[config.mk]
export PLATFORM = sky130hd
export DESIGN_NAME = ipp_response_tlv_parser
export DESIGN_NICKNAME = d
export VERILOG_FILES = /design/src/hdl/ipprsp_pkg.sv /design/src/hdl/ipp_response_tlv_parser.sv
export SDC_FILE = /design/constraint.sdc
export NUM_CORES = 1
export LEC_CHECK = 0
export ABC_CLOCK_PERIOD_IN_PS = 4900
export BUFFER_PORTS_ARGS = -buffer_cell sky130_fd_sc_hd__buf_2
export CORE_MARGIN = 2
export CORE_UTILIZATION = 41
export DETAILED_ROUTE_END_ITERATION = 7
export GPL_ROUTABILITY_DRIVEN = 0
export PLACE_DENSITY = 0.67
export SYNTH_ARGS = -nofsm -noshare
export SYNTH_HDL_FRONTEND = slang
export SYNTH_SLANG_ARGS = --single-unit
[constraint.sdc]
create_clock -name clock -period 4.9 [get_ports clock]
set_clock_uncertainty 0.05 [all_clocks]
set_input_delay 0.49 -clock clock [delete_from_list [all_inputs] [get_ports clock]]
set_output_delay 0.49 -clock clock [all_outputs]
set_load 0.005 [all_outputs]
[src/hdl/ipprsp_pkg.sv]
// Shared types and codes for the IPP response attribute parser.
package ipprsp_pkg;

   // Bytes at or below this value after the header are group delimiters
   localparam logic [7:0] DELIM_MAX     = 8'h0F;
   localparam logic [7:0] TAG_OPERATION = 8'h01;
   localparam logic [7:0] TAG_JOB       = 8'h02;
   localparam logic [7:0] TAG_END       = 8'h03;

   localparam logic [2:0] HDR_LAST_IDX  = 3'd7;

   localparam logic [3:0] ROLE_VER_MAJOR = 4'd0;
   localparam logic [3:0] ROLE_VER_MINOR = 4'd1;
   localparam logic [3:0] ROLE_STATUS    = 4'd2;
   localparam logic [3:0] ROLE_REQID     = 4'd3;
   localparam logic [3:0] ROLE_DELIM     = 4'd4;
   localparam logic [3:0] ROLE_TAG       = 4'd5;
   localparam logic [3:0] ROLE_NAMELEN   = 4'd6;
   localparam logic [3:0] ROLE_NAME      = 4'd7;
   localparam logic [3:0] ROLE_VALLEN    = 4'd8;
   localparam logic [3:0] ROLE_VALUE     = 4'd9;
   localparam logic [3:0] ROLE_IGNORED   = 4'd10;

   localparam logic [1:0] GROUP_OPERATION = 2'd0;
   localparam logic [1:0] GROUP_JOB       = 2'd1;
   localparam logic [1:0] GROUP_PRINTER   = 2'd2;

   localparam logic [1:0] ERR_NONE      = 2'd0;
   localparam logic [1:0] ERR_HDR_SHORT = 2'd1;
   localparam logic [1:0] ERR_TRUNC     = 2'd2;

   typedef struct packed {
      logic [7:0] in_byte;
      logic       is_final;
   } req_item_type;

   typedef struct packed {
      logic [7:0]  out_byte;
      logic [3:0]  byte_role;
      logic [1:0]  group_code;
      logic [7:0]  value_tag;
      logic        repeat_name;
      logic        attr_done;
      logic [15:0] status_word;
      logic [31:0] request_word;
      logic [1:0]  end_error;
      logic        final_out;
   } rsp_item_type;

endpackage

[src/hdl/ipp_response_tlv_parser.sv]
// IPP response parser top level: labels each response byte with its role.
// Path: accepted items pass through the input register, then the result register.
// Throughput: one item per cycle unless the output stalls; parse state updates as an
// item moves into the result register, so each byte sees its predecessor's state.
// Reset: synchronous, active high; clears both stage valids and all parse state.
// After an item marked final, the parse state returns to its reset values.
module ipp_response_tlv_parser
   import ipprsp_pkg::*;
(
   input  logic         clock,
   input  logic         reset,
   input  logic         req_valid,
   output logic         req_ready,
   input  req_item_type req_item,
   output logic         rsp_valid,
   input  logic         rsp_ready,
   output rsp_item_type rsp_item
);

   typedef enum logic [3:0] {
      PH_HEADER,
      PH_TAG,
      PH_NLEN_HI,
      PH_NLEN_LO,
      PH_NAME,
      PH_VLEN_HI,
      PH_VLEN_LO,
      PH_VALUE,
      PH_DONE
   } phase_type;

   // Input register
   logic         in_valid_ff;
   req_item_type in_item_ff;

   // Result register
   logic         rsp_valid_ff;
   rsp_item_type rsp_item_ff;

   // Parse state
   phase_type   phase_ff, phase_in;
   logic [2:0]  hdr_idx_ff, hdr_idx_in;
   logic [15:0] status_ff, status_in;
   logic [31:0] request_ff, request_in;
   logic [1:0]  group_ff, group_in;
   logic [7:0]  tag_ff, tag_in;
   logic [15:0] remain_ff, remain_in;
   logic [7:0]  len_hi_ff, len_hi_in;
   logic        empty_name_ff, empty_name_in;

   logic         out_free;
   logic         advance;
   logic [3:0]   role;
   logic         done;
   logic [1:0]   err;
   logic [15:0]  len_word;
   logic [7:0]   b;
   logic         fin;
   rsp_item_type result;

   // The result register frees up when empty or when its item is taken
   assign out_free  = !rsp_valid_ff || rsp_ready;
   assign advance   = in_valid_ff && out_free;
   assign req_ready = !in_valid_ff || out_free;

   assign b        = in_item_ff.in_byte;
   assign fin      = in_item_ff.is_final;
   assign len_word = {len_hi_ff, b};

   // Next parse state and labels for the byte in the input register
   always_comb begin
      phase_in      = phase_ff;
      hdr_idx_in    = hdr_idx_ff;
      status_in     = status_ff;
      request_in    = request_ff;
      group_in      = group_ff;
      tag_in        = tag_ff;
      remain_in     = remain_ff;
      len_hi_in     = len_hi_ff;
      empty_name_in = empty_name_ff;
      role          = ROLE_IGNORED;
      done          = 1'b0;
      err           = ERR_NONE;

      case (phase_ff)
         PH_HEADER: begin
            if (hdr_idx_ff == 3'd0) begin
               role = ROLE_VER_MAJOR;
            end else if (hdr_idx_ff == 3'd1) begin
               role = ROLE_VER_MINOR;
            end else if (hdr_idx_ff < 3'd4) begin
               role      = ROLE_STATUS;
               status_in = {status_ff[7:0], b};
            end else begin
               role       = ROLE_REQID;
               request_in = {request_ff[23:0], b};
            end
            if (hdr_idx_ff == HDR_LAST_IDX) begin
               hdr_idx_in = 3'd0;
               phase_in   = PH_TAG;
            end else begin
               hdr_idx_in = hdr_idx_ff + 3'd1;
               if (fin) begin
                  err = ERR_HDR_SHORT;
               end
            end
         end
         PH_TAG: begin
            empty_name_in = 1'b0;
            if (b <= DELIM_MAX) begin
               role = ROLE_DELIM;
               if (b == TAG_END) begin
                  phase_in = PH_DONE;
               end else if (b == TAG_OPERATION) begin
                  group_in = GROUP_OPERATION;
               end else if (b == TAG_JOB) begin
                  group_in = GROUP_JOB;
               end else begin
                  // printer, and the fallback for unknown delimiters
                  group_in = GROUP_PRINTER;
               end
            end else begin
               role     = ROLE_TAG;
               tag_in   = b;
               phase_in = PH_NLEN_HI;
            end
         end
         PH_NLEN_HI: begin
            role      = ROLE_NAMELEN;
            len_hi_in = b;
            phase_in  = PH_NLEN_LO;
         end
         PH_NLEN_LO: begin
            role = ROLE_NAMELEN;
            if (len_word == 16'd0) begin
               empty_name_in = 1'b1;
               phase_in      = PH_VLEN_HI;
            end else begin
               remain_in = len_word;
               phase_in  = PH_NAME;
            end
         end
         PH_NAME: begin
            role      = ROLE_NAME;
            remain_in = remain_ff - 16'd1;
            if (remain_ff == 16'd1) begin
               phase_in = PH_VLEN_HI;
            end
         end
         PH_VLEN_HI: begin
            role      = ROLE_VALLEN;
            len_hi_in = b;
            phase_in  = PH_VLEN_LO;
         end
         PH_VLEN_LO: begin
            role = ROLE_VALLEN;
            if (len_word == 16'd0) begin
               done     = 1'b1;
               phase_in = PH_TAG;
            end else begin
               remain_in = len_word;
               phase_in  = PH_VALUE;
            end
         end
         PH_VALUE: begin
            role      = ROLE_VALUE;
            remain_in = remain_ff - 16'd1;
            if (remain_ff == 16'd1) begin
               done     = 1'b1;
               phase_in = PH_TAG;
            end
         end
         default: begin
            role = ROLE_IGNORED;
         end
      endcase

      // Flag a response that ends in the middle of an attribute
      if (fin && phase_in != PH_HEADER && phase_in != PH_TAG && phase_in != PH_DONE) begin
         err = ERR_TRUNC;
      end
   end

   always_comb begin
      result.out_byte     = b;
      result.byte_role    = role;
      result.group_code   = group_in;
      result.value_tag    = tag_in;
      result.repeat_name  = empty_name_in;
      result.attr_done    = done;
      result.status_word  = status_in;
      result.request_word = request_in;
      result.end_error    = err;
      result.final_out    = fin;
   end

   // Pipeline valids and payloads
   always_ff @(posedge clock) begin
      if (reset) begin
         in_valid_ff  <= 1'b0;
         rsp_valid_ff <= 1'b0;
      end else begin
         if (req_ready) begin
            in_valid_ff <= req_valid;
         end
         if (out_free) begin
            rsp_valid_ff <= in_valid_ff;
         end
      end
      if (req_ready && req_valid) begin
         in_item_ff <= req_item;
      end
      if (advance) begin
         rsp_item_ff <= result;
      end
   end

   // Parse state: advance with each item, restart after a final byte
   always_ff @(posedge clock) begin
      if (reset || (advance && fin)) begin
         phase_ff      <= PH_HEADER;
         hdr_idx_ff    <= 3'd0;
         status_ff     <= 16'd0;
         request_ff    <= 32'd0;
         group_ff      <= GROUP_OPERATION;
         tag_ff        <= 8'd0;
         remain_ff     <= 16'd0;
         len_hi_ff     <= 8'd0;
         empty_name_ff <= 1'b0;
      end else if (advance) begin
         phase_ff      <= phase_in;
         hdr_idx_ff    <= hdr_idx_in;
         status_ff     <= status_in;
         request_ff    <= request_in;
         group_ff      <= group_in;
         tag_ff        <= tag_in;
         remain_ff     <= remain_in;
         len_hi_ff     <= len_hi_in;
         empty_name_ff <= empty_name_in;
      end
   end

   assign rsp_valid = rsp_valid_ff;
   assign rsp_item  = rsp_item_ff;

   // An end report only ever accompanies a final byte
   a_err_on_final: assert property (@(posedge clock) disable iff (reset)
      rsp_valid && rsp_item.end_error != ERR_NONE |-> rsp_item.final_out)
      else $error("end_error set on a non-final item");

   // Only the closing byte of a value length or a value completes an attribute
   a_done_role: assert property (@(posedge clock) disable iff (reset)
      rsp_valid && rsp_item.attr_done |->
         rsp_item.byte_role == ROLE_VALLEN || rsp_item.byte_role == ROLE_VALUE)
      else $error("attr_done on a byte of the wrong role");

   // A final item sends the parser back to the start of the header
   a_final_restart: assert property (@(posedge clock) disable iff (reset)
      advance && fin |=> phase_ff == PH_HEADER && hdr_idx_ff == 3'd0)
      else $error("parse state not restarted after final item");

   // Input stalls only when both stages hold items and the result is not taken
   a_ready_stall: assert property (@(posedge clock) disable iff (reset)
      !req_ready |-> in_valid_ff && rsp_valid_ff && !rsp_ready)
      else $error("input stalled without a full pipeline");

endmodule
# Yosys cells after proc, flatten, opt, wreduce, memory -nomap -nowiden
# Cells that the tools add are included.
# totals
wordCells	107
register_bits	176
input_bits	13
# op_classes
n_mux	37
eq_ne	16
order_cmp	2
reduce_logical	25
bitwise_logic	1
addsub	2
# ops
op	count
$mux 32	4
$mux 16	5
$pmux 16 s2	1
$pmux 4 s8	1
$pmux 4 s6	1
$mux 4	5
$eq 16x1->1 const B	1
$eq 4x3->1 const B	4
$eq 8x2->1 const B	2
$logic_not 16->1	1
$mux 8	2
$sub 16x1->16 const B	1
$mux 2	7
$reduce_or 2->1	5
$eq 4x2->1 const B	2
$eq 8x1->1 const B	1
$le 8x4->1 const B	1
$mux 1	7
$logic_and 1x1->1	6
$mux 3	2
$eq 4x1->1 const B	1
$logic_not 4->1	1
$ne 4x1->1 const B	1
$ne 4x4->1 const B	1
other kinds (15)	20

# Longest topological paths before layout
# depth
word_depth	9
ltp_mapped	8
depth_no_buf	7

# Least setup slack after synthesis
# OpenSTA, ideal clock, no wires.
# synth_path
path_type	input-to-reg
start	in rsp_ready
end	reg rsp_item_ff (netlist bit rsp_item[0]) (enable)
setup_ns	0.469
setup_slack_ns	1.264
required_ns	4.381
arrival_time_ns	3.117
cell_stages	4
path_buffers	1
cell_sequence	nand2b_1 > nand2_1 > clkinv_1 > clkbuf_1
# synth_via
elab_chain_len	2
# synth_rtl
item	line	rtl
start: declaration	ipp_response_tlv_parser.sv:16	input logic rsp_ready,
$logic_or 1x1->1	ipp_response_tlv_parser.sv:62	assign out_free = !rsp_valid_ff || rsp_ready;
$logic_and 1x1->1	ipp_response_tlv_parser.sv:63	assign advance = in_valid_ff && out_free;
net advance	ipp_response_tlv_parser.sv:52	logic advance;
end signal: assignment	ipp_response_tlv_parser.sv:214	rsp_item_ff <= result;
end: declaration	ipp_response_tlv_parser.sv:38	rsp_item_type rsp_item_ff;
# The timed path passes the listed nets, and every way through them passes these cells.
# A chain may end at the register's enable or synchronous reset.

# Worst setup path in the final report
# layout_path
start	reg phase_ff[0]
end	reg status_ff[3]
# layout_via
elab_chain_len	2
# layout_rtl
item	line	rtl
start: declaration	ipp_response_tlv_parser.sv:41	phase_type phase_ff, phase_in;
start signal: assignment	ipp_response_tlv_parser.sv:231	phase_ff <= phase_in;
$logic_not 4->1	ipp_response_tlv_parser.sv:85	case (phase_ff)
$mux 16	ipp_response_tlv_parser.sv:85	
end signal: assignment	ipp_response_tlv_parser.sv:233	status_ff <= status_in;
end: declaration	ipp_response_tlv_parser.sv:43	logic [15:0] status_ff, status_in;
# Every way passes these cells.

==> insert_results.sql <==
INSERT INTO impl_metrics (metric_group, metric, value, unit) VALUES
('route', 'detail_route.drc_violations', '0', ''),
('clock_tree', 'h-tree-depth', '4', ''),
('clock_tree', 'post_cts.repair.setup_buffers', '0', ''),
('yosys', 'compound_cell_area_share_of_the_yosys_netlist', '0.1175', ''),
('flow_run', 'drv.max_cap_violation_count', '0', ''),
('clock_tree', 'cts-hold-fix-buffers', '0', ''),
('yosys', 'most_used_dff_post_synth', 'sky130_fd_sc_hd__dfxtp_1', ''),
('yosys', 'synth-adder-area-share', '0.01005', ''),
('placement', 'post_detailed_placement_cell_area', '8073', 'um2'),
('grt', 'maximum_number_of_pins_on_one_net_before_global_route_repair', '84', ''),
('setup_path', 'worst_setup_path_end_kind', 'register', ''),
('sta', 'finalSetupViolCount', '0', ''),
('final_layout', 'drive_above_1_share', '0.2424', ''),
('yosys', 'post_synth_most_frequent_cells', 'sky130_fd_sc_hd__nand2_1, sky130_fd_sc_hd__dfxtp_1, sky130_fd_sc_hd__edfxtp_1', ''),
('final_layout', 'layout.filler_cells', '1657', ''),
('grt', 'grt_pass1_vias', '5109', ''),
('yosys', 'synth_area', '7473', 'um2'),
('yosys', 'avgSynthCellArea', '10.59', 'um2'),
('setup_path', 'critical_path.max_fanout', '18', ''),
('yosys', 'main_combinational_cell_family_by_area_after_synthesis', 'simple AND/OR/NAND/NOR gates', ''),
('status', 'outcome', 'finished clean', ''),
('clock_tree', 'ctsRootBufferMaster', 'sky130_fd_sc_hd__clkbuf_16', ''),
('sta', 'rsz0062_at_grt', 'false', ''),
('yosys', 'synth_area_leader_cell', 'sky130_fd_sc_hd__edfxtp_1', ''),
('final_layout', 'flow.area_growth_from_synthesis', '16.16', '%'),
('sta', 'max_slew.worst_pin.slew', '1.184', 'ns'),
('setup_path', 'path_class', 'reg -> reg', ''),
('yosys', 'synth-seq-cells', '176', ''),
('clock_tree', 'tritoncts_clock_tree', 'yes', ''),
('floorplan', 'placementRows', '49', ''),
('sta', 'setup_slack', '1.749', 'ns'),
('yosys', 'synth_xor_area_frac', '0.002344', ''),
('power', 'ir_drop', '0.2491', 'mV'),
('floorplan', 'total_die_area', '19320', 'um2'),
('power', 'p_leak', '3.147', 'nW'),
('sta', 'post-route-period-util', '0.6431', ''),
('yosys', 'yosys_warnings', '0', ''),
('route', 'avgViaCountPerCell', '5.329', ''),
('final_layout', 'final_cell_area', '8681', 'um2'),
('yosys', 'yosysUniqueCellTypes', '58', ''),
('setup_path', 'setup.worst_path.start_class', 'register', ''),
('floorplan', 'chipWidth', '139.0', 'um'),
('sta', 'hold_viol', '0', ''),
('sta', 'timing.setup.tns', '0', 'ns'),
('sta', 'finalCriticalPeriod', '3.151', 'ns'),
('yosys', 'syn-num-nets', '725', ''),
('yosys', 'synthesized_netlist_cell_count', '706', ''),
('floorplan', 'core', '17900', 'um2'),
('power', 'fin_total_pwr', '3.205', 'mW'),
('grt', 'grt_antenna_before_repair', '0', ''),
('sta', 'fmaxAchievable', '0.3173', 'GHz'),
('placement', 'dp_slack', '1.802', 'ns'),
('grt', 'grt.total_usage', '0.1742', ''),
('clock_tree', 'clock_insertion_delay_worst_skew', '0.43', 'ns'),
('clock_tree', 'cts-root-to-sink-buffers', '2', ''),
('route', 'detailed_route_via_count', '5420', ''),
('sta', 'slew_viol_final', '0', ''),
('power', 'power.density_cell_area', '369.2', 'nW/um2'),
('route', 'wire_per_inst', '16.13', 'um'),
('placement', 'hpwl', '10240', 'um'),
('setup_path', 'crit_required', '5.12', 'ns'),
('grt', 'grt_first_pass_wirelength', '27080', 'um'),
('route', 'detail_route.iter0.violations', '467', ''),
('yosys', 'synth-async-reset-ratio', '0', ''),
('yosys', 'synth.mux.area_fraction', '0.09175', ''),
('final_layout', 'final_layout_net_count', '794', ''),
('floorplan', 'start_util', '0.4175', ''),
('setup_path', 'cp.arrival', '3.38', 'ns'),
('clock_tree', 'cts-buffers-inserted', '17', ''),
('route', 'ant_nets', '0', ''),
('route', 'detail_route.wirelength', '16400', 'um');
[worst paths after layout]
check,startpoint,endpoint,slack (ns),cells past startpoint
setup / recovery,phase_ff[0]$_SDFFE_PP0P_,status_ff[3]$_SDFFE_PP0P_,1.75,5
hold / removal,req_item[2],b[1]$_DFFE_PP_,0.18,1
setup reg to reg,phase_ff[0]$_SDFFE_PP0P_,status_ff[3]$_SDFFE_PP0P_,1.75,5
hold reg to reg,request_ff[24]$_SDFFE_PP0P_,request_ff[24]$_SDFFE_PP0P_,0.40,2
[routing by layer]
metal | wire (um) | vias to the layer above | track usage
li1 | - | 2667 | -
met1 | 7570 | 2568 | 0.2395
met2 | 7678 | 167 | 0.2699
met3 | 899 | 18 | 0.04593
met4 | 253 | 0 | 0.05582
met5 | 0 | - | 0
[cells in the final DEF (no fill, tap or decap), types with 3 or more instances in the layout]
cell type,n
sky130_fd_sc_hd__buf_2,89
sky130_fd_sc_hd__nand3_1,12
sky130_fd_sc_hd__ha_1,6
sky130_fd_sc_hd__a21oi_1,78
sky130_fd_sc_hd__nor3_1,12
sky130_fd_sc_hd__nor4_1,11
sky130_fd_sc_hd__a211oi_1,3
sky130_fd_sc_hd__bufinv_16,3
sky130_fd_sc_hd__edfxtp_1,84
sky130_fd_sc_hd__nor2_1,45
sky130_fd_sc_hd__mux2i_1,10
sky130_fd_sc_hd__a31oi_1,7
sky130_fd_sc_hd__a21o_1,12
sky130_fd_sc_hd__clkbuf_16,17
sky130_fd_sc_hd__inv_6,4
sky130_fd_sc_hd__mux2_2,52
sky130_fd_sc_hd__inv_1,11
sky130_fd_sc_hd__or3_1,3
sky130_fd_sc_hd__nand4_1,6
sky130_fd_sc_hd__dfxtp_1,92
sky130_fd_sc_hd__o211ai_1,3
sky130_fd_sc_hd__buf_4,4
sky130_fd_sc_hd__and2_1,3
sky130_fd_sc_hd__o21ai_0,16
sky130_fd_sc_hd__nand2b_1,5
sky130_fd_sc_hd__nand2_1,137
sky130_fd_sc_hd__a22o_1,5
sky130_fd_sc_hd__nor2b_1,3
sky130_fd_sc_hd__o31ai_1,3
[per-stage QoR]
step | utilization | hold slack, ns | cells
finish | 0.4849 | 0.1841 | 1017
global placement | 0.4509 | 0.3881 | 985
CTS | 0.4849 | 0.1713 | 1017
floorplan | - | 0.3744 | 706
global route | 0.4849 | 0.1643 | 1017
detailed placement | 0.4509 | 0.3932 | 985
[state kept, by name (all words and copies together) (netlist names), 2 cells and up]
signal and count:
rsp_item 75, phase_ff 4, b 8, request_ff 32, status_ff 16, tag_ff 8
len_hi_ff 8, hdr_idx_ff 3, remain_ff 16, group_ff 2
[logic make-up after synthesis]
group | count (synthesis)
AND/OR/NAND/NOR | 258
adder cells (fa/ha/maj) | 6
buffers and inverters | 56
flip-flops | 176
AO/OA/AOI/OAI | 146
XOR/XNOR | 2
multiplexers | 62
[where the power goes]
group,total [mW],internal (mW),switching (mW)
registers,1.62,1.58,0.0371
logic,0.195,0.0699,0.125
clock network,1.39,0.810,0.579
[area by class of cell]
type	count	area, um2	share of cell area
Clock inverter	14	178.9	0.02061
Clock buffer	18	429.2	0.04944
Timing Repair Buffer	94	495.5	0.05708
Tap cell	229	286.5	0.03301
Sequential cell	176	4364	0.5027
Multi-Input combinational cell	474	2879	0.3317
Inverter	12	47.55	0.005477
[worst max-delay path: stages, from the launching register on]
cell,delay (ns)
sky130_fd_sc_hd__dfxtp_1,0.47
sky130_fd_sc_hd__or4_4,0.64
sky130_fd_sc_hd__nor4_4,0.89
sky130_fd_sc_hd__nand2_1,0.62
sky130_fd_sc_hd__nand2_1,0.23
sky130_fd_sc_hd__a21oi_1,0.09
Note: power is estimated with default switching activity, not from simulation.
